`config.mk`:
```
export PLATFORM = sky130hd
export DESIGN_NAME = tilt_compensated_heading
export DESIGN_NICKNAME = d
export VERILOG_FILES = /design/src/sv/thc_pkg.sv /design/src/sv/thc_ctrl.sv /design/src/sv/thc_datapath.sv /design/src/sv/tilt_compensated_heading.sv
export SDC_FILE = /design/constraint.sdc
export NUM_CORES = 2
export LEC_CHECK = 0
export ABC_AREA = 1
export BUFFER_PORTS_ARGS = -buffer_cell sky130_fd_sc_hd__buf_4
export CORE_MARGIN = 2
export CORE_UTILIZATION = 36
export CTS_BUF_LIST = sky130_fd_sc_hd__clkbuf_2
export CTS_CLUSTER_DIAMETER = 100
export DETAILED_ROUTE_END_ITERATION = 12
export GPL_TIMING_DRIVEN = 0
export SLEW_MARGIN = 40
export SYNTH_ARGS = -nofsm -noshare
export SYNTH_HDL_FRONTEND = slang
export SYNTH_SLANG_ARGS = --single-unit
```
`constraint.sdc`:
```
create_clock -name clk -period 11.8 [get_ports clk]
set_clock_uncertainty 0.2 [all_clocks]
set_input_delay 2.36 -clock clk [delete_from_list [all_inputs] [get_ports clk]]
set_output_delay 2.36 -clock clk [all_outputs]
set_load 0.01 [all_outputs]
```
`src/sv/thc_pkg.sv`:
```
`timescale 1ns / 1ps
// Shared types, constants and tables for the tilt-compensated heading block.
// No dependencies; used by every other file of the block.

package thc_pkg;

	localparam int AVG_COUNT    = 5;
	localparam int CORDIC_STEPS = 16;
	localparam int DIV_BITS     = 28;
	localparam int SQRT_ITERS   = 20;
	localparam int MUL_CHUNKS   = 3;

	localparam logic [3:0] STEP_EZ  = 4'd5;
	localparam logic [3:0] STEP_SSQ = 4'd8;
	localparam logic [3:0] STEP_YV  = 4'd11;

	localparam logic signed [24:0] ANG_90   = 25'sd5898240;
	localparam logic signed [24:0] ANG_180  = 25'sd11796480;
	localparam logic [24:0]        HALF_DEG = 25'd32768;
	localparam logic [17:0]        RIB_MUL  = 18'd205;
	localparam int                 RIB_SHIFT = 11;

	typedef struct packed {
		logic signed [15:0] accel_x;
		logic signed [15:0] accel_y;
		logic signed [15:0] accel_z;
		logic signed [11:0] mag_x;
		logic signed [11:0] mag_y;
		logic signed [11:0] mag_z;
	} in_item_t;

	typedef struct packed {
		logic [8:0] heading_deg;
		logic [5:0] ribbon_offset;
		logic       degenerate;
	} out_item_t;

	typedef enum logic [2:0] {
		CFG_MIN_X = 3'd0,
		CFG_MIN_Y = 3'd1,
		CFG_MIN_Z = 3'd2,
		CFG_MAX_X = 3'd3,
		CFG_MAX_Y = 3'd4,
		CFG_MAX_Z = 3'd5
	} cfg_idx_t;

	typedef enum logic [3:0] {
		A_MX, A_MY, A_MZ, A_AX, A_AY, A_AZ, A_EX, A_EY, A_EZ
	} a_sel_t;

	typedef enum logic [1:0] {
		B_AX, B_AY, B_AZ, B_NORM
	} b_sel_t;

	typedef enum logic [1:0] {
		CMB_LOAD, CMB_ADD, CMB_SUB, CMB_NEG
	} comb_t;

	typedef enum logic [2:0] {
		DST_NONE, DST_EX, DST_EY, DST_EZ, DST_SSQ, DST_NY, DST_YV
	} dst_t;

	typedef struct packed {
		a_sel_t a;
		b_sel_t b;
		comb_t  c;
		dst_t   d;
	} step_t;

	typedef enum logic [3:0] {
		ST_IDLE, ST_DIV_INIT, ST_DIV_RUN, ST_DIV_ADD, ST_CHECK, ST_MUL, ST_COMB,
		ST_ECHECK, ST_SQRT_INIT, ST_SQRT_RUN, ST_NORM_LOAD, ST_NORM_SHIFT,
		ST_CORDIC_INIT, ST_CORDIC_RUN, ST_ANGLE, ST_WRITE
	} state_t;

	typedef struct packed {
		logic       capture;
		logic       div_init;
		logic       div_step;
		logic       mag_add;
		logic [1:0] axis;
		logic       count_inc;
		logic       mul_step;
		logic       mul_first;
		logic [1:0] mul_chunk;
		logic       comb;
		logic [3:0] step;
		logic       sqrt_init;
		logic       sqrt_step;
		logic       norm_load;
		logic       norm_shift;
		logic       cordic_init;
		logic       cordic_step;
		logic [4:0] iter;
		logic       angle;
		logic       out_load;
		logic       degen;
		logic       batch_clear;
	} cmd_t;

	typedef struct packed {
		logic batch_last;
		logic fault;
		logic e_zero;
		logic fits;
	} status_t;

	// Product schedule: cross products, squared length, then north and scaled east.
	function automatic step_t step_spec(input logic [3:0] idx);
		step_t s;
		begin
			case (idx)
				4'd0: s = '{A_MY, B_AZ, CMB_LOAD, DST_NONE};
				4'd1: s = '{A_MZ, B_AY, CMB_SUB, DST_EX};
				4'd2: s = '{A_MZ, B_AX, CMB_LOAD, DST_NONE};
				4'd3: s = '{A_MX, B_AZ, CMB_SUB, DST_EY};
				4'd4: s = '{A_MX, B_AY, CMB_LOAD, DST_NONE};
				4'd5: s = '{A_MY, B_AX, CMB_SUB, DST_EZ};
				4'd6: s = '{A_AX, B_AX, CMB_LOAD, DST_NONE};
				4'd7: s = '{A_AY, B_AY, CMB_ADD, DST_NONE};
				4'd8: s = '{A_AZ, B_AZ, CMB_ADD, DST_SSQ};
				4'd9: s = '{A_EX, B_AZ, CMB_LOAD, DST_NONE};
				4'd10: s = '{A_EZ, B_AX, CMB_SUB, DST_NY};
				4'd11: s = '{A_EY, B_NORM, CMB_NEG, DST_YV};
				default: s = '{A_MX, B_AX, CMB_LOAD, DST_NONE};
			endcase
			return s;
		end
	endfunction

	// atan(2^-i) in Q16 degrees
	function automatic logic [21:0] atan_q16(input logic [4:0] i);
		logic [21:0] v;
		begin
			case (i)
				5'd0: v = 22'd2949120;
				5'd1: v = 22'd1740967;
				5'd2: v = 22'd919879;
				5'd3: v = 22'd466945;
				5'd4: v = 22'd234379;
				5'd5: v = 22'd117304;
				5'd6: v = 22'd58666;
				5'd7: v = 22'd29335;
				5'd8: v = 22'd14668;
				5'd9: v = 22'd7334;
				5'd10: v = 22'd3667;
				5'd11: v = 22'd1833;
				5'd12: v = 22'd917;
				5'd13: v = 22'd458;
				5'd14: v = 22'd229;
				5'd15: v = 22'd115;
				5'd16: v = 22'd57;
				5'd17: v = 22'd29;
				5'd18: v = 22'd14;
				5'd19: v = 22'd7;
				5'd20: v = 22'd4;
				5'd21: v = 22'd2;
				5'd22: v = 22'd1;
				default: v = 22'd0;
			endcase
			return v;
		end
	endfunction

endpackage

```
`src/sv/thc_ctrl.sv`:
```
`timescale 1ns / 1ps
// Sequencing state machine for the heading block: issues datapath commands.
// Depends on thc_pkg.

module thc_ctrl (
	input  logic              clk,
	input  logic              arst_n,
	input  logic              in_valid,
	output logic              in_stall,
	output logic              out_valid,
	input  logic              out_stall,
	input  thc_pkg::status_t  status,
	output thc_pkg::cmd_t     cmd
);

	thc_pkg::state_t state_q, state_d;
	logic [1:0] axis_q, axis_d;
	logic [4:0] iter_q, iter_d;
	logic [3:0] step_q, step_d;
	logic [1:0] chunk_q, chunk_d;
	logic       degen_q, degen_d;
	logic       out_valid_q;

	always_ff @(posedge clk or negedge arst_n) begin
		if (!arst_n) begin
			state_q     <= thc_pkg::ST_IDLE;
			axis_q      <= '0;
			iter_q      <= '0;
			step_q      <= '0;
			chunk_q     <= '0;
			degen_q     <= 1'b0;
			out_valid_q <= 1'b0;
		end else begin
			state_q <= state_d;
			axis_q  <= axis_d;
			iter_q  <= iter_d;
			step_q  <= step_d;
			chunk_q <= chunk_d;
			degen_q <= degen_d;
			if (cmd.out_load) begin
				out_valid_q <= 1'b1;
			end else if (!out_stall) begin
				out_valid_q <= 1'b0;
			end
		end
	end

	assign out_valid = out_valid_q;

	always_comb begin
		state_d       = state_q;
		axis_d        = axis_q;
		iter_d        = iter_q;
		step_d        = step_q;
		chunk_d       = chunk_q;
		degen_d       = degen_q;
		cmd           = '0;
		cmd.axis      = axis_q;
		cmd.iter      = iter_q;
		cmd.step      = step_q;
		cmd.mul_chunk = chunk_q;
		cmd.degen     = degen_q;
		in_stall      = 1'b1;
		case (state_q)
			thc_pkg::ST_IDLE: begin
				in_stall = 1'b0;
				if (in_valid) begin
					cmd.capture = 1'b1;
					axis_d      = '0;
					state_d     = thc_pkg::ST_DIV_INIT;
				end
			end
			thc_pkg::ST_DIV_INIT: begin
				cmd.div_init = 1'b1;
				iter_d       = '0;
				state_d      = thc_pkg::ST_DIV_RUN;
			end
			thc_pkg::ST_DIV_RUN: begin
				cmd.div_step = 1'b1;
				iter_d       = iter_q + 5'd1;
				if (iter_q == 5'(thc_pkg::DIV_BITS - 1)) begin
					state_d = thc_pkg::ST_DIV_ADD;
				end
			end
			thc_pkg::ST_DIV_ADD: begin
				cmd.mag_add = 1'b1;
				if (axis_q == 2'd2) begin
					state_d = thc_pkg::ST_CHECK;
				end else begin
					axis_d  = axis_q + 2'd1;
					state_d = thc_pkg::ST_DIV_INIT;
				end
			end
			thc_pkg::ST_CHECK: begin
				if (!status.batch_last) begin
					cmd.count_inc = 1'b1;
					state_d       = thc_pkg::ST_IDLE;
				end else if (status.fault) begin
					degen_d = 1'b1;
					state_d = thc_pkg::ST_WRITE;
				end else begin
					step_d  = '0;
					chunk_d = '0;
					state_d = thc_pkg::ST_MUL;
				end
			end
			thc_pkg::ST_MUL: begin
				cmd.mul_step  = 1'b1;
				cmd.mul_first = (chunk_q == 2'd0);
				if (chunk_q == 2'(thc_pkg::MUL_CHUNKS - 1)) begin
					chunk_d = '0;
					state_d = thc_pkg::ST_COMB;
				end else begin
					chunk_d = chunk_q + 2'd1;
				end
			end
			thc_pkg::ST_COMB: begin
				cmd.comb = 1'b1;
				step_d   = step_q + 4'd1;
				case (step_q)
					thc_pkg::STEP_EZ:  state_d = thc_pkg::ST_ECHECK;
					thc_pkg::STEP_SSQ: state_d = thc_pkg::ST_SQRT_INIT;
					thc_pkg::STEP_YV:  state_d = thc_pkg::ST_NORM_LOAD;
					default:           state_d = thc_pkg::ST_MUL;
				endcase
			end
			thc_pkg::ST_ECHECK: begin
				if (status.e_zero) begin
					degen_d = 1'b1;
					state_d = thc_pkg::ST_WRITE;
				end else begin
					state_d = thc_pkg::ST_MUL;
				end
			end
			thc_pkg::ST_SQRT_INIT: begin
				cmd.sqrt_init = 1'b1;
				iter_d        = '0;
				state_d       = thc_pkg::ST_SQRT_RUN;
			end
			thc_pkg::ST_SQRT_RUN: begin
				cmd.sqrt_step = 1'b1;
				iter_d        = iter_q + 5'd1;
				if (iter_q == 5'(thc_pkg::SQRT_ITERS - 1)) begin
					state_d = thc_pkg::ST_MUL;
				end
			end
			thc_pkg::ST_NORM_LOAD: begin
				cmd.norm_load = 1'b1;
				state_d       = thc_pkg::ST_NORM_SHIFT;
			end
			thc_pkg::ST_NORM_SHIFT: begin
				if (status.fits) begin
					state_d = thc_pkg::ST_CORDIC_INIT;
				end else begin
					cmd.norm_shift = 1'b1;
				end
			end
			thc_pkg::ST_CORDIC_INIT: begin
				cmd.cordic_init = 1'b1;
				iter_d          = '0;
				state_d         = thc_pkg::ST_CORDIC_RUN;
			end
			thc_pkg::ST_CORDIC_RUN: begin
				cmd.cordic_step = 1'b1;
				iter_d          = iter_q + 5'd1;
				if (iter_q == 5'(thc_pkg::CORDIC_STEPS - 1)) begin
					state_d = thc_pkg::ST_ANGLE;
				end
			end
			thc_pkg::ST_ANGLE: begin
				cmd.angle = 1'b1;
				state_d   = thc_pkg::ST_WRITE;
			end
			thc_pkg::ST_WRITE: begin
				// hold until the output register is free
				if (!out_valid_q || !out_stall) begin
					cmd.out_load    = 1'b1;
					cmd.batch_clear = 1'b1;
					degen_d         = 1'b0;
					state_d         = thc_pkg::ST_IDLE;
				end
			end
			default: state_d = thc_pkg::ST_IDLE;
		endcase
	end

endmodule

```
`src/sv/thc_datapath.sv`:
```
`timescale 1ns / 1ps
// Datapath of the heading block: calibration registers, sums, serial divider,
// chunked multiplier, square root, CORDIC and result register. Depends on thc_pkg.

module thc_datapath (
	input  logic                clk,
	input  logic                arst_n,
	input  logic                cfg_we,
	input  logic [2:0]          cfg_index,
	input  logic signed [11:0]  cfg_data,
	input  thc_pkg::in_item_t   in_data,
	input  thc_pkg::cmd_t       cmd,
	output thc_pkg::status_t    status,
	output thc_pkg::out_item_t  out_data
);

	logic signed [11:0] mag_min_q [3];
	logic signed [11:0] mag_max_q [3];
	logic signed [18:0] asum_q [3];
	logic signed [19:0] msum_q [3];
	logic signed [11:0] mag_in_q [3];
	logic [2:0]         cnt_q;
	logic               fault_q;

	// divider
	logic signed [11:0] m_sel, mn_sel, mx_sel;
	logic signed [12:0] span, diff;
	logic [11:0]        abs_span, abs_diff;
	logic [27:0]        dividend;
	logic [27:0]        div_d_q, div_quo_q;
	logic [11:0]        div_rem_q, div_as_q;
	logic               div_neg_q, div_zero_q;
	logic [12:0]        trial;
	logic signed [29:0] q_signed, q_off;
	logic signed [15:0] s_sat;
	logic signed [19:0] s_ext;

	// multiplier
	thc_pkg::step_t     spec;
	logic signed [40:0] a_val;
	logic signed [23:0] b_val;
	logic signed [8:0]  chunk_s;
	logic signed [49:0] partial;
	logic signed [63:0] mul_acc_q, res_q, comb_val;
	logic signed [40:0] ex_q, ey_q, ez_q;
	logic [39:0]        ssq_q;
	logic signed [63:0] ny_q, yv_q, ny_neg, yv_neg;

	// square root
	logic [39:0] sq_v_q, sq_r_q, sq_bit_q, sq_rb;

	// normalization and CORDIC
	logic [62:0]        ux_q, uy_q;
	logic               sx_q, sy_q;
	logic signed [33:0] x_q, y_q, xs, ys;
	logic signed [24:0] z_q, atan_v;

	// angle
	logic signed [24:0] z_clamp, ang, ang_s, ang_neg;
	logic [23:0]        ang_mag;
	logic [24:0]        rsum;
	logic [8:0]         r_deg, deg_next, deg_q, head_sel;
	logic [17:0]        rib_prod;
	thc_pkg::out_item_t out_q;

	always_ff @(posedge clk or negedge arst_n) begin
		if (!arst_n) begin
			mag_min_q[0] <= -12'sd642;
			mag_min_q[1] <= -12'sd496;
			mag_min_q[2] <= -12'sd462;
			mag_max_q[0] <= 12'sd340;
			mag_max_q[1] <= 12'sd517;
			mag_max_q[2] <= 12'sd416;
		end else if (cfg_we) begin
			case (thc_pkg::cfg_idx_t'(cfg_index))
				thc_pkg::CFG_MIN_X: mag_min_q[0] <= cfg_data;
				thc_pkg::CFG_MIN_Y: mag_min_q[1] <= cfg_data;
				thc_pkg::CFG_MIN_Z: mag_min_q[2] <= cfg_data;
				thc_pkg::CFG_MAX_X: mag_max_q[0] <= cfg_data;
				thc_pkg::CFG_MAX_Y: mag_max_q[1] <= cfg_data;
				thc_pkg::CFG_MAX_Z: mag_max_q[2] <= cfg_data;
				default: ;
			endcase
		end
	end

	// running sums, batch count and span fault
	always_ff @(posedge clk or negedge arst_n) begin
		if (!arst_n) begin
			for (int k = 0; k < 3; k++) begin
				asum_q[k] <= '0;
				msum_q[k] <= '0;
			end
			cnt_q   <= '0;
			fault_q <= 1'b0;
		end else if (cmd.batch_clear) begin
			for (int k = 0; k < 3; k++) begin
				asum_q[k] <= '0;
				msum_q[k] <= '0;
			end
			cnt_q   <= '0;
			fault_q <= 1'b0;
		end else begin
			if (cmd.capture) begin
				asum_q[0] <= asum_q[0] + {{3{in_data.accel_x[15]}}, in_data.accel_x};
				asum_q[1] <= asum_q[1] + {{3{in_data.accel_y[15]}}, in_data.accel_y};
				asum_q[2] <= asum_q[2] + {{3{in_data.accel_z[15]}}, in_data.accel_z};
			end
			for (int k = 0; k < 3; k++) begin
				if (cmd.mag_add && cmd.axis == 2'(k)) begin
					msum_q[k] <= msum_q[k] + s_ext;
				end
			end
			if (cmd.count_inc) begin
				cnt_q <= cnt_q + 3'd1;
			end
			if (cmd.div_init && span == 13'sd0) begin
				fault_q <= 1'b1;
			end
		end
	end

	always_ff @(posedge clk) begin
		if (cmd.capture) begin
			mag_in_q[0] <= in_data.mag_x;
			mag_in_q[1] <= in_data.mag_y;
			mag_in_q[2] <= in_data.mag_z;
		end
	end

	// ---- per-axis calibration divide ----
	always_comb begin
		case (cmd.axis)
			2'd0: begin
				m_sel = mag_in_q[0]; mn_sel = mag_min_q[0]; mx_sel = mag_max_q[0];
			end
			2'd1: begin
				m_sel = mag_in_q[1]; mn_sel = mag_min_q[1]; mx_sel = mag_max_q[1];
			end
			default: begin
				m_sel = mag_in_q[2]; mn_sel = mag_min_q[2]; mx_sel = mag_max_q[2];
			end
		endcase
		span     = {mx_sel[11], mx_sel} - {mn_sel[11], mn_sel};
		diff     = {m_sel[11], m_sel} - {mn_sel[11], mn_sel};
		abs_span = span[12] ? 12'(-span) : span[11:0];
		abs_diff = diff[12] ? 12'(-diff) : diff[11:0];
		// rounded magnitude: (|diff| * 32768 + |span| / 2) / |span|
		dividend = {1'b0, abs_diff, 15'd0} + {17'd0, abs_span[11:1]};
		trial    = {div_rem_q, div_d_q[27]};
	end

	always_ff @(posedge clk) begin
		if (cmd.div_init) begin
			div_d_q    <= dividend;
			div_rem_q  <= '0;
			div_quo_q  <= '0;
			div_as_q   <= abs_span;
			div_neg_q  <= diff[12] ^ span[12];
			div_zero_q <= (span == 13'sd0);
		end else if (cmd.div_step) begin
			div_d_q <= {div_d_q[26:0], 1'b0};
			if (trial >= {1'b0, div_as_q}) begin
				div_rem_q <= 12'(trial - {1'b0, div_as_q});
				div_quo_q <= {div_quo_q[26:0], 1'b1};
			end else begin
				div_rem_q <= trial[11:0];
				div_quo_q <= {div_quo_q[26:0], 1'b0};
			end
		end
	end

	always_comb begin
		q_signed = div_neg_q ? -$signed({2'b00, div_quo_q}) : $signed({2'b00, div_quo_q});
		q_off    = q_signed - 30'sd16384;
		if (q_off > 30'sd32767) begin
			s_sat = 16'sh7fff;
		end else if (q_off < -30'sd32768) begin
			s_sat = -16'sd32768;
		end else begin
			s_sat = q_off[15:0];
		end
		s_ext = div_zero_q ? 20'sd0 : {{4{s_sat[15]}}, s_sat};
	end

	// ---- chunked multiplier, top byte of B first ----
	assign spec = thc_pkg::step_spec(cmd.step);

	always_comb begin
		case (spec.a)
			thc_pkg::A_MX: a_val = {{21{msum_q[0][19]}}, msum_q[0]};
			thc_pkg::A_MY: a_val = {{21{msum_q[1][19]}}, msum_q[1]};
			thc_pkg::A_MZ: a_val = {{21{msum_q[2][19]}}, msum_q[2]};
			thc_pkg::A_AX: a_val = {{22{asum_q[0][18]}}, asum_q[0]};
			thc_pkg::A_AY: a_val = {{22{asum_q[1][18]}}, asum_q[1]};
			thc_pkg::A_AZ: a_val = {{22{asum_q[2][18]}}, asum_q[2]};
			thc_pkg::A_EX: a_val = ex_q;
			thc_pkg::A_EY: a_val = ey_q;
			thc_pkg::A_EZ: a_val = ez_q;
			default:       a_val = '0;
		endcase
		case (spec.b)
			thc_pkg::B_AX: b_val = {{5{asum_q[0][18]}}, asum_q[0]};
			thc_pkg::B_AY: b_val = {{5{asum_q[1][18]}}, asum_q[1]};
			thc_pkg::B_AZ: b_val = {{5{asum_q[2][18]}}, asum_q[2]};
			default:       b_val = {4'd0, sq_r_q[19:0]};
		endcase
		case (cmd.mul_chunk)
			2'd0:    chunk_s = {b_val[23], b_val[23:16]};
			2'd1:    chunk_s = {1'b0, b_val[15:8]};
			default: chunk_s = {1'b0, b_val[7:0]};
		endcase
		partial = a_val * chunk_s;
		case (spec.c)
			thc_pkg::CMB_LOAD: comb_val = mul_acc_q;
			thc_pkg::CMB_ADD:  comb_val = res_q + mul_acc_q;
			thc_pkg::CMB_SUB:  comb_val = res_q - mul_acc_q;
			default:           comb_val = 64'sd0 - mul_acc_q;
		endcase
	end

	always_ff @(posedge clk) begin
		if (cmd.mul_step) begin
			if (cmd.mul_first) begin
				mul_acc_q <= {{14{partial[49]}}, partial};
			end else begin
				mul_acc_q <= (mul_acc_q <<< 8) + {{14{partial[49]}}, partial};
			end
		end
		if (cmd.comb) begin
			res_q <= comb_val;
			case (spec.d)
				thc_pkg::DST_EX:  ex_q  <= comb_val[40:0];
				thc_pkg::DST_EY:  ey_q  <= comb_val[40:0];
				thc_pkg::DST_EZ:  ez_q  <= comb_val[40:0];
				thc_pkg::DST_SSQ: ssq_q <= comb_val[39:0];
				thc_pkg::DST_NY:  ny_q  <= comb_val;
				thc_pkg::DST_YV:  yv_q  <= comb_val;
				default: ;
			endcase
		end
	end

	// ---- integer square root, one result bit per step ----
	assign sq_rb = sq_r_q + sq_bit_q;

	always_ff @(posedge clk) begin
		if (cmd.sqrt_init) begin
			sq_v_q   <= ssq_q;
			sq_r_q   <= '0;
			sq_bit_q <= 40'd1 << 38;
		end else if (cmd.sqrt_step) begin
			if (sq_v_q >= sq_rb) begin
				sq_v_q <= sq_v_q - sq_rb;
				sq_r_q <= (sq_r_q >> 1) + sq_bit_q;
			end else begin
				sq_r_q <= sq_r_q >> 1;
			end
			sq_bit_q <= sq_bit_q >> 2;
		end
	end

	// ---- operand magnitudes, shifted down below 2^30 ----
	assign ny_neg = -ny_q;
	assign yv_neg = -yv_q;

	always_ff @(posedge clk) begin
		if (cmd.norm_load) begin
			ux_q <= ny_q[63] ? ny_neg[62:0] : ny_q[62:0];
			uy_q <= yv_q[63] ? yv_neg[62:0] : yv_q[62:0];
			sx_q <= !ny_q[63] && (ny_q != 64'sd0);
			sy_q <= yv_q[63];
		end else if (cmd.norm_shift) begin
			ux_q <= ux_q >> 1;
			uy_q <= uy_q >> 1;
		end
	end

	// ---- vectoring CORDIC ----
	assign xs     = x_q >>> cmd.iter;
	assign ys     = y_q >>> cmd.iter;
	assign atan_v = {3'b000, thc_pkg::atan_q16(cmd.iter)};

	always_ff @(posedge clk) begin
		if (cmd.cordic_init) begin
			x_q <= {4'd0, ux_q[29:0]};
			y_q <= {4'd0, uy_q[29:0]};
			z_q <= '0;
		end else if (cmd.cordic_step) begin
			if (y_q > 34'sd0) begin
				x_q <= x_q + ys;
				y_q <= y_q - xs;
				z_q <= z_q + atan_v;
			end else begin
				x_q <= x_q - ys;
				y_q <= y_q + xs;
				z_q <= z_q - atan_v;
			end
		end
	end

	// ---- quadrant, rounding and wrap ----
	always_comb begin
		if (z_q < 25'sd0) begin
			z_clamp = '0;
		end else if (z_q > thc_pkg::ANG_90) begin
			z_clamp = thc_pkg::ANG_90;
		end else begin
			z_clamp = z_q;
		end
		ang     = sx_q ? thc_pkg::ANG_180 - z_clamp : z_clamp;
		ang_s   = sy_q ? -ang : ang;
		ang_neg = -ang_s;
		ang_mag = ang_s[24] ? ang_neg[23:0] : ang_s[23:0];
		rsum    = {1'b0, ang_mag} + thc_pkg::HALF_DEG;
		r_deg   = rsum[24:16];
		deg_next = (ang_s[24] && r_deg != 9'd0) ? 9'd360 - r_deg : r_deg;
		if (deg_next > 9'd359) begin
			deg_next = deg_next - 9'd360;
		end
		head_sel = cmd.degen ? 9'd0 : deg_q;
		// divide by ten as multiply by 205 and shift
		rib_prod = ({9'd0, head_sel} + 18'd5) * thc_pkg::RIB_MUL;
	end

	always_ff @(posedge clk) begin
		if (cmd.angle) begin
			deg_q <= deg_next;
		end
		if (cmd.out_load) begin
			out_q.heading_deg   <= head_sel;
			out_q.ribbon_offset <= rib_prod[thc_pkg::RIB_SHIFT +: 6];
			out_q.degenerate    <= cmd.degen;
		end
	end

	assign out_data = out_q;

	assign status.batch_last = (cnt_q == 3'(thc_pkg::AVG_COUNT - 1));
	assign status.fault      = fault_q;
	assign status.e_zero     = (ex_q == 41'sd0) && (ey_q == 41'sd0) && (ez_q == 41'sd0);
	assign status.fits       = ~|(ux_q[62:30] | uy_q[62:30]);

endmodule

```
`src/sv/tilt_compensated_heading.sv`:
```
`timescale 1ns / 1ps
// Top level of the tilt-compensated compass heading block.
// Depends on thc_pkg, thc_ctrl and thc_datapath.
//
// Usage:
//  - Input channel (in_valid / in_stall / in_data): one accelerometer and one
//    magnetometer sample per transfer. in_stall is low only while idle.
//  - Output channel (out_valid / out_stall / out_data): one heading result
//    for every fifth input transfer, none for the others.
//  - Config channel (cfg_valid / cfg_ready / cfg_index / cfg_data): writes the
//    calibration min/max registers; cfg_ready is always high, unknown indexes
//    are dropped. Write only while the block is idle.
//  - Each input runs through the serial divider before the block is ready
//    again: one quotient bit per cycle, 28 bits for each of 3 axes.
//  - The item closing a batch then runs the cross products on the chunked
//    multiplier, a 20-step square root, a normalize shift and a 16-step CORDIC;
//    a degenerate batch stops early and goes straight to the result.
//  - A finished result sits in the output register; the next input is taken
//    while it waits, and a new result waits only if the old one is still stalled.
//  - Reset clears the sums and count and loads the default calibration.

module tilt_compensated_heading (
	input  logic                clk,
	input  logic                arst_n,
	input  logic                in_valid,
	output logic                in_stall,
	input  thc_pkg::in_item_t   in_data,
	output logic                out_valid,
	input  logic                out_stall,
	output thc_pkg::out_item_t  out_data,
	input  logic                cfg_valid,
	output logic                cfg_ready,
	input  logic [2:0]          cfg_index,
	input  logic signed [11:0]  cfg_data
);

	thc_pkg::cmd_t    cmd;
	thc_pkg::status_t status;
	logic             cfg_we;

	assign cfg_ready = 1'b1;
	assign cfg_we    = cfg_valid & cfg_ready;

	thc_ctrl u_ctrl (
		.clk       (clk),
		.arst_n    (arst_n),
		.in_valid  (in_valid),
		.in_stall  (in_stall),
		.out_valid (out_valid),
		.out_stall (out_stall),
		.status    (status),
		.cmd       (cmd)
	);

	thc_datapath u_datapath (
		.clk       (clk),
		.arst_n    (arst_n),
		.cfg_we    (cfg_we),
		.cfg_index (cfg_index),
		.cfg_data  (cfg_data),
		.in_data   (in_data),
		.cmd       (cmd),
		.status    (status),
		.out_data  (out_data)
	);

endmodule

```
==> results.py <==
metrics = {
    "clocking": {
        "clock_path_buffers": 4,
        "cts.htree.levels": 5,
        "path_clk_slew_ns": 0.11,
        "numCtsBuffers": 316,
        "cts_root_buf": "clkbuf_2",
        "clk_latency_ns": 1.91,
        "cts_sinks": 1095,
        "cts_tree": "built",
        "hold_buffers": 0,
    },
    "final_layout": {
        "final_cell_mix": "nand2_1, inv_1, nor2_1",
        "drive_above_1_share": 0.106,
        "syn_to_final_growth_pct": 12.4,
        "final_nets": 13118,
        "fill_cells": 25876,
        "fin_util": 0.406,
        "final_common_cell": "nand2_1",
        "final_cells": 15644,
        "final_area_mm2": 0.102,
    },
    "power": {
        "p_leak_nw": 44.5,
        "power-per-cell-area_mw_per_mm2": 77.9,
        "total_power_mw": 7.93,
        "ir_worst_vdd_mv": 0.0783,
    },
    "die": {
        "io_pins": 123,
        "die_area_mm2": 0.255,
        "coreArea_mm2": 0.251,
        "num_rows": 184,
        "die_w_um": 505,
        "start_util": 0.361,
        "die_h_um": 505,
    },
    "place": {
        "placed_cell_area_mm2": 0.0974,
        "place.gp.congestion": 1.01,
        "io_buffers": 121,
        "dp_hpwl_mm": 249,
        "dpl.cell_count": 15013,
        "pre_cts_ws_ns": -3.95,
    },
    "setup_path": {
        "cp.arrival_ns": 12.56,
        "cp_slowest_cell": "fa_1",
        "path_max_fanout": 10,
        "cp_data_required_time_ns": 13.00,
        "end_kind": "flip-flop",
        "cp_num_buf_inv": 12,
        "setup.worst_path.start_class": "flip-flop",
        "slowest_delay_ns": 0.56,
        "cp_top_family": "compound AO/OA/AOI/OAI gates",
        "crit_type": "reg2reg",
    },
    "logic_synthesis": {
        "synth_xor_area_frac": 0.0617,
        "synth-simple-area-share": 0.202,
        "synth_area_leader_cell": "edfxtp_1",
        "syn_nets": 12508,
        "yosysWarnings": 0,
        "synthTopCellsByArea": "edfxtp_1, nand2_1, ha_1, fa_1, inv_1",
        "synth_cell_types": 81,
        "netlist_instances": 11447,
        "syn_area_per_cell_um2": 7.91,
        "yosysTopAreaCellShare": 0.249,
        "synth_ff_type": "edfxtp_1",
        "synth_top_family_by_area": "simple AND/OR/NAND/NOR gates",
        "post_synth_instance_area_mm2": 0.0905,
        "synth-seq-area-share": 0.337,
        "synth_compound_area_frac": 0.154,
        "synth-adder-area-share": 0.159,
        "synthArstFlopShare": 0.194,
        "synth_seq_cells": 1095,
        "synth_edf_count": 750,
        "synth_mux_area_frac": 0.00636,
    },
    "global_route": {
        "grt_pass1_vias": 79172,
        "antenna_found_initial": 17,
        "grt_usage": 0.236,
        "grt_pass1_wl_mm": 469,
        "grt_max_degree": 65,
        "overflow": 0,
    },
    "sta": {
        "maxSlewHeadroom": 0.175,
        "layout_min_cycle_time_ns": 11.36,
        "finalHoldViolCount": 0,
        "postLayoutSetupSlackWorst_ns": 0.437,
        "worst_pin_slew_ns": 1.24,
        "slew_viol_final": 0,
        "period_share": 0.963,
        "max_freq_mhz": 88.0,
        "timing.hold.ws_ns": 0.207,
        "setup_violations": 0,
        "fin_setup_tns_ns": 0,
    },
    "hold_path": {
        "hold_class": "reg2reg",
    },
    "run": {
        "timing.max_cap.violations": 0,
    },
    "drt": {
        "ant_nets": 0,
        "via_per_inst": 5.26,
        "drt-total-wl_mm": 309,
        "avgRoutedWirePerCell_um": 19.8,
        "firstDrtPassIters": 9,
        "drtIter0Drc": 7199,
        "drc": 0,
        "vias": 82237,
    },
    "outcome": {
        "status": "finished clean",
    },
}
==> cells by family after synthesis <==
logic type      count (synthesis)
simple gates                 4370
xor+xnor                      637
flops                        1095
buf+inv                      1892
mux                            57
compound gates               2438
other cells                     1
fa+ha+maj                     957
==> report_power, final <==
part	leakage [nW]	switching [mW]	internal (mW)	total [mW]
clock	2.13	1.75	1.11	2.87
combinational	33.9	0.451	0.300	0.751
sequential	8.48	0.0891	4.22	4.31
==> cell usage after synthesis, types with 44 or more instances <==
master,n
o221ai_1,44
or2_2,58
clkbuf_1,323
nor3_1,135
xor2_1,402
xnor2_1,234
a31oi_1,77
inv_1,1478
nor4_1,124
nor2_1,1104
a22oi_1,65
dfxtp_1,133
o21bai_1,59
nand2_1,2359
nand3_1,347
ha_1,631
nand4_1,95
a21boi_0,44
edfxtp_1,750
a21oi_1,717
o22ai_1,90
o211ai_1,63
dfrtp_1,183
mux2i_1,53
o21ai_0,1018
fa_1,326
==> area by class of cell <==
type	count	area, um^2	area share
multi-input combinational	8460	54200	0.533
timing repair buffer	293	2690	0.0265
sequential	1095	30500	0.300
buffer	374	1660	0.0163
inverter	1517	5740	0.0564
tap	3348	4190	0.0412
antenna	11	27.5	0.000270
clock buffer	451	2260	0.0222
clock inverter	95	492	0.00483
==> sequential cells by signal, indices dropped and copies added, names as in the netlist, 40 cells and up <==
| name | flops |
|---|---|
| u_datapath.uy_q | 63 |
| u_datapath.msum_q | 60 |
| u_datapath.mul_acc_q | 64 |
| u_datapath.ey_q | 41 |
| u_datapath.ssq_q | 40 |
| u_datapath.res_q | 64 |
| u_datapath.ex_q | 41 |
| u_datapath.yv_q | 64 |
| u_datapath.sq_r_q | 40 |
| u_datapath.sq_v_q | 40 |
| u_datapath.ez_q | 41 |
| u_datapath.ny_q | 64 |
| u_datapath.ux_q | 63 |
| u_datapath.asum_q | 57 |
==> tightest hold or removal path: stages, from the launching register on <==
cell and delay (ns):
edfxtp_1 0.35, nand2_1 0.05, o21ai_0 0.06
==> repair_timing <==
action                                  CTS  global route
gates resized for setup                 133           193
endpoints found under the setup margin   46            27
setup buffers                            35            39
hold endpoints to repair                  0             0
pin swaps                                26            47
==> worst paths after layout <==
path | start | end | slack, ns | cells after the start
setup / recovery | u_ctrl.step_q[0] | u_datapath.mul_acc_q[62] | 0.44 | 61
min in group asynchronous | arst_n | u_datapath.mag_max_q[2] | 0.27 | 1
setup reg to reg | u_ctrl.step_q[0] | u_datapath.mul_acc_q[62] | 0.44 | 61
max in group asynchronous | arst_n | u_datapath.asum_q[15] | 9.58 | 4
hold reg to reg | u_datapath.ux_q[11] | u_datapath.x_q[11] | 0.21 | 2
hold / removal | u_datapath.ux_q[11] | u_datapath.x_q[11] | 0.21 | 2
==> per-layer routing <==
layer,wire (um),vias to the layer above,track usage
met5,13,-,0
met4,13000,2,0.0956
met3,23100,626,0.0397
met2,139000,2891,0.377
met1,134000,38877,0.317
li1,-,39841,-
Note: power is estimated with default switching activity, not from simulation.
